File: src/hw/rtl/dmfp_pkg.sv
`timescale 1ns / 1ps
// Shared types, codes and defaults of the delimited message field parser.
// No dependencies; imported by dmfp_store, the top level and the testbench.
package dmfp_pkg;

   localparam int unsigned DefMaxItems     = 16;
   localparam int unsigned DefMaxItemChars = 32;

   localparam logic [7:0] StartCharReset = 8'd91;
   localparam logic [7:0] StopCharReset  = 8'd93;
   localparam logic [7:0] SepCharReset   = 8'd44;

   localparam logic [7:0] CharNewline = 8'd10;
   localparam logic [7:0] CharSpace   = 8'd32;
   localparam logic [7:0] CharNull    = 8'd0;

   typedef enum logic [1:0] {
      CSR_START = 2'd0,
      CSR_STOP  = 2'd1,
      CSR_SEP   = 2'd2
   } csr_index_type;

   typedef enum logic [1:0] {
      CMD_PUSH  = 2'd0,
      CMD_READ  = 2'd1,
      CMD_CLEAR = 2'd2
   } cmd_type;

   typedef enum logic [2:0] {
      MODE_IDLE = 3'b001,
      MODE_RECV = 3'b010,
      MODE_DONE = 3'b100
   } mode_type;

   typedef enum logic [1:0] {
      PSTATE_IDLE = 2'd0,
      PSTATE_RECV = 2'd1,
      PSTATE_DONE = 2'd2
   } pstate_type;

   typedef enum logic [1:0] {
      ERR_NONE    = 2'd0,
      ERR_ILLEGAL = 2'd1,
      ERR_COUNT   = 2'd2,
      ERR_LENGTH  = 2'd3
   } err_type;

   function automatic pstate_type mode_code(mode_type m);
      pstate_type code;
      unique case (m)
         MODE_IDLE: code = PSTATE_IDLE;
         MODE_RECV: code = PSTATE_RECV;
         MODE_DONE: code = PSTATE_DONE;
         default:   code = PSTATE_IDLE;
      endcase
      return code;
   endfunction

endpackage

File: src/hw/rtl/dmfp_store.sv
`timescale 1ns / 1ps
// Character and length stores of the parser, each one write and one registered read port.
// Depends on dmfp_pkg.
module dmfp_store
   import dmfp_pkg::*;
#(
   parameter int unsigned MAX_ITEMS      = DefMaxItems,
   parameter int unsigned MAX_ITEM_CHARS = DefMaxItemChars,
   localparam int unsigned Depth = MAX_ITEMS * MAX_ITEM_CHARS,
   localparam int unsigned AW    = (Depth > 1) ? $clog2(Depth) : 1,
   localparam int unsigned IW    = (MAX_ITEMS > 1) ? $clog2(MAX_ITEMS) : 1,
   localparam int unsigned PW    = $clog2(MAX_ITEM_CHARS + 1)
) (
   input  logic          clock,
   input  logic          char_we,
   input  logic [AW-1:0] char_waddr,
   input  logic [7:0]    char_wdata,
   input  logic          len_we,
   input  logic [IW-1:0] len_waddr,
   input  logic [PW-1:0] len_wdata,
   input  logic          rd_en,
   input  logic [AW-1:0] char_raddr,
   input  logic [IW-1:0] len_raddr,
   output logic [7:0]    char_rdata,
   output logic [PW-1:0] len_rdata
);

   logic [7:0]    char_mem [Depth];
   logic [PW-1:0] len_mem  [MAX_ITEMS];
   logic [7:0]    char_rd_ff;
   logic [PW-1:0] len_rd_ff;

   always_ff @(posedge clock) begin
      if (char_we) begin
         char_mem[char_waddr] <= char_wdata;
      end
      if (rd_en) begin
         char_rd_ff <= char_mem[char_raddr];
      end
   end

   always_ff @(posedge clock) begin
      if (len_we) begin
         len_mem[len_waddr] <= len_wdata;
      end
      if (rd_en) begin
         len_rd_ff <= len_mem[len_raddr];
      end
   end

   assign char_rdata = char_rd_ff;
   assign len_rdata  = len_rd_ff;

endmodule

File: config.mk
export PLATFORM = sky130hd
export DESIGN_NAME = dmfp_store
export DESIGN_NICKNAME = d
export VERILOG_FILES = /design/src/hw/rtl/dmfp_pkg.sv /design/src/hw/rtl/dmfp_store.sv
export SDC_FILE = /design/constraint.sdc
export NUM_CORES = 2
export LEC_CHECK = 0
export BUFFER_PORTS_ARGS = -buffer_cell sky130_fd_sc_hd__buf_2
export CORE_MARGIN = 2
export CORE_UTILIZATION = 50
export DETAILED_ROUTE_END_ITERATION = 8
export GPL_ROUTABILITY_DRIVEN = 1
export PLACE_DENSITY = 0.68
export SYNTH_ARGS = -nofsm -noshare
export SYNTH_HDL_FRONTEND = slang
export SYNTH_MEMORY_MAX_BITS = 65536
export SYNTH_SLANG_ARGS = --single-unit
export TNS_END_PERCENT = 5
File: constraint.sdc
create_clock -name clock -period 4.05 [get_ports clock]
set_input_delay 0.405 -clock clock [delete_from_list [all_inputs] [get_ports clock]]
set_output_delay 0.405 -clock clock [all_outputs]
set_load 0.05 [all_outputs]
==> out/metrics.cfg <==
[setup_path]
worstPathArrival_ns = 4.13
end_kind = flop
worstPathMaxFanout = 41
critical_path.startpoint_type = input port
worst_ep_required_time_ns = 4.86
criticalPathCategory = in2reg

[synth]
yosysWarnings = 0
yosys_most_used_dff = edfxtp_1
async_flop_share = 0
synth_top_area_frac = 0.762
yosys_register_bits = 4206
synth_area_leaders = edfxtp_1, mux4_2, mux2i_1
ys_seq_area_frac = 0.762
netlist_area_um2 = 166000
yosysTopAreaCell = edfxtp_1
syn-num-nets = 8338
synth_cell_type_count = 87
synth-edff-count = 4206
syn_inst = 8294
synth.avg_cell_area_um2 = 20.0

[timing]
rsz0062_at_grt = false
worstMarginPinSlew_ns = 1.26
clock.fmax_ghz = 0.301
post-route-min-period_ns = 3.32
fin_crit_sh = 0.820
finalSetupTns_ns = 0
slew_violations = 0
relSlewSlack = 0.152
setup_viol = 0
finalHoldViolCount = 0
worst_clock_skew_ns = 0.0750
whs_ns = 0.00824

[placed_design]
hpwl_mm = 285
portBuffers = 57
gp_congestion = 0.908
place_area_um2 = 174000
place_inst = 12859

[global_routing]
grt_pass1_vias = 88041
antenna_found_initial = 42
grt_max_degree = 137
grtUsageTotal = 0.267
grt_overflow = 0
grt_pass1_wl_mm = 642

[power]
combPwrFrac = 0.054
peakVddDrop_uv = 440
clkPwrFrac = 0.420
seqPwrFrac = 0.526
switching_share = 0.216
p_per_area_nw_per_um2 = 485
p_sw_uw = 19700
p_total_uw = 91200
p_leak_uw = 0.0608
p_int_uw = 71500

[cells_and_area]
fin_nets = 8967
syn_to_final_growth_pct = 13.5
design_area_um2 = 188000
stdcell_count = 13655
multi_input_area_um2 = 35700
fillers = 24019
regArea_um2 = 126000
drive_gt1_frac = 0.215

[floorplanning]
coreArea_um2 = 330000
die_w_um = 580
fp.dieArea_um2 = 336000
die_h_um = 580
floorplan.initialDensity = 0.502
io_pins = 58
std_cell_rows = 211

[route]
routed_wl_mm = 451
vias = 88388
drtPass1Iterations = 6
final_antenna_net_count = 0
drc = 0
drtIter0Drc = 12915
vias_per_cell = 6.47
avgRoutedWirePerCell_um = 33.0

[run]
cap_violations = 0

[clock_tree]
htree_levels = 5
hold_buffers = 15
clockRootBuffer = clkbuf_16
cts_setup_buffers = 0
clk_pin_slew_ns = 0.06
cts.repair.resized = 0
cts_sinks = 4206
cts_buffers = 413
clock_latency_ns = 0.97
cts_buffer_depth = 4
cts_tree = done

[outcome]
outcome = complete, no violations

[min_path]
min_path_type = in2reg

## cells by family (layout without fill, tap and decap cells)
kind of cell,after synthesis,after routing,synth area share
muxes,1508,1508,0.143
AOI/OAI and AO/OA,989,989,0.0423
other,0,16,0
buffers and inverters,533,1512,0.0233
DFF,4206,4206,0.762
and+or+nand+nor,1058,1058,0.0285
## per-stage QoR
stage               utilization  setup WS, ns
finish                    0.570         0.727
global route              0.570         0.803
CTS                       0.570         0.884
detailed placement        0.528        -0.104
global placement          0.528        -0.167
floorplan                     -          1.27
## sequential cells by signal (all words and copies together), names as in the netlist
name	count
char_mem	4096
char_rdata	8
len_mem	96
len_rdata	6
## layer usage
| layer | vias to the layer above | share of wire | track usage |
|---|---|---|---|
| met1 | 45903 | 0.37 | 0.362 |
| met4 | 20 | 0.046 | 0.108 |
| li1 | 35849 | - | - |
| met3 | 1002 | 0.11 | 0.0569 |
| met2 | 5614 | 0.47 | 0.424 |
| met5 | - | 0.00030 | 0 |
## power by group through the flow
stage	logic [uW]	registers (uW)	clock network, uW
2_1_floorplan	2450	49000	0
3_3_place_gp	4740	48900	0
3_5_place_dp	4820	48900	0
4_1_cts	4840	48000	38600
5_1_grt	5060	48000	40300
6_report	4900	48000	38300
## layout make-up
cell class | count | area share
flip-flops and latches | 4206 | 0.672
multi-input cells | 3555 | 0.190
clock buffers | 506 | 0.0576
repair buffers | 743 | 0.0374
well taps | 4366 | 0.0291
clock inverters | 259 | 0.0140
diodes | 16 | 0.000213
inverters | 4 | 0.000160
## worst max-delay path: stages
cell and delay, ns:
buf_12 0.28, buf_12 0.31, buf_12 0.34, mux2i_1 0.14, o221ai_1 0.45, a21oi_1 0.12, o21ai_0 0.63, nand4_1 0.16
nor4b_1 0.85, and4_1 0.31
## path summary, 6_finish.rpt
check                                                 from                          to  slack [ns]  cells after the start
worst max register to register  char_mem[306][0]$_DFFE_PP_     char_rdata[0]$_DFFE_PP_        1.01                      7
worst max-delay path                         char_raddr[0]     char_rdata[0]$_DFFE_PP_        0.73                     10
worst min register to register     len_mem[8][2]$_DFFE_PP_      len_rdata[2]$_DFFE_PP_        0.86                      2
worst min-delay path                         char_wdata[1]  char_mem[284][1]$_DFFE_PP_       0.008                      1
## synthesized netlist by cell type (all sizes together) (6+ instances only)
cell and instances:
and2 39, nand3 50, a31oi 39, a22oi 52, o211ai 7, mux2i 825, buf 316, and4 6
o22a 8, and3 6, o21ai 96, mux4 672, clkbuf 213, a21oi 173, a2111oi 21, o22ai 201
nor4 22, a221oi 10, a211oi 39, nor3 83, edfxtp 4206, nand4 26, nor2 622, mux2 11
nor3b 9, o221ai 290, o32ai 6, o31ai 7, nor2b 16, nand2 131
## layout by cell type (no fill, tap or decap), drive strengths merged, types with 52 or more instances in the layout
cell type and n:
o22ai 201, clkbuf 506, nor3 83, mux2i 825, o221ai 290, nand2 131
buf 728, clkinv 177, mux4 672, edfxtp 4206, o21ai 96, a21oi 173
nor2 622, a22oi 52
Note: power is estimated with default switching activity, not from simulation.
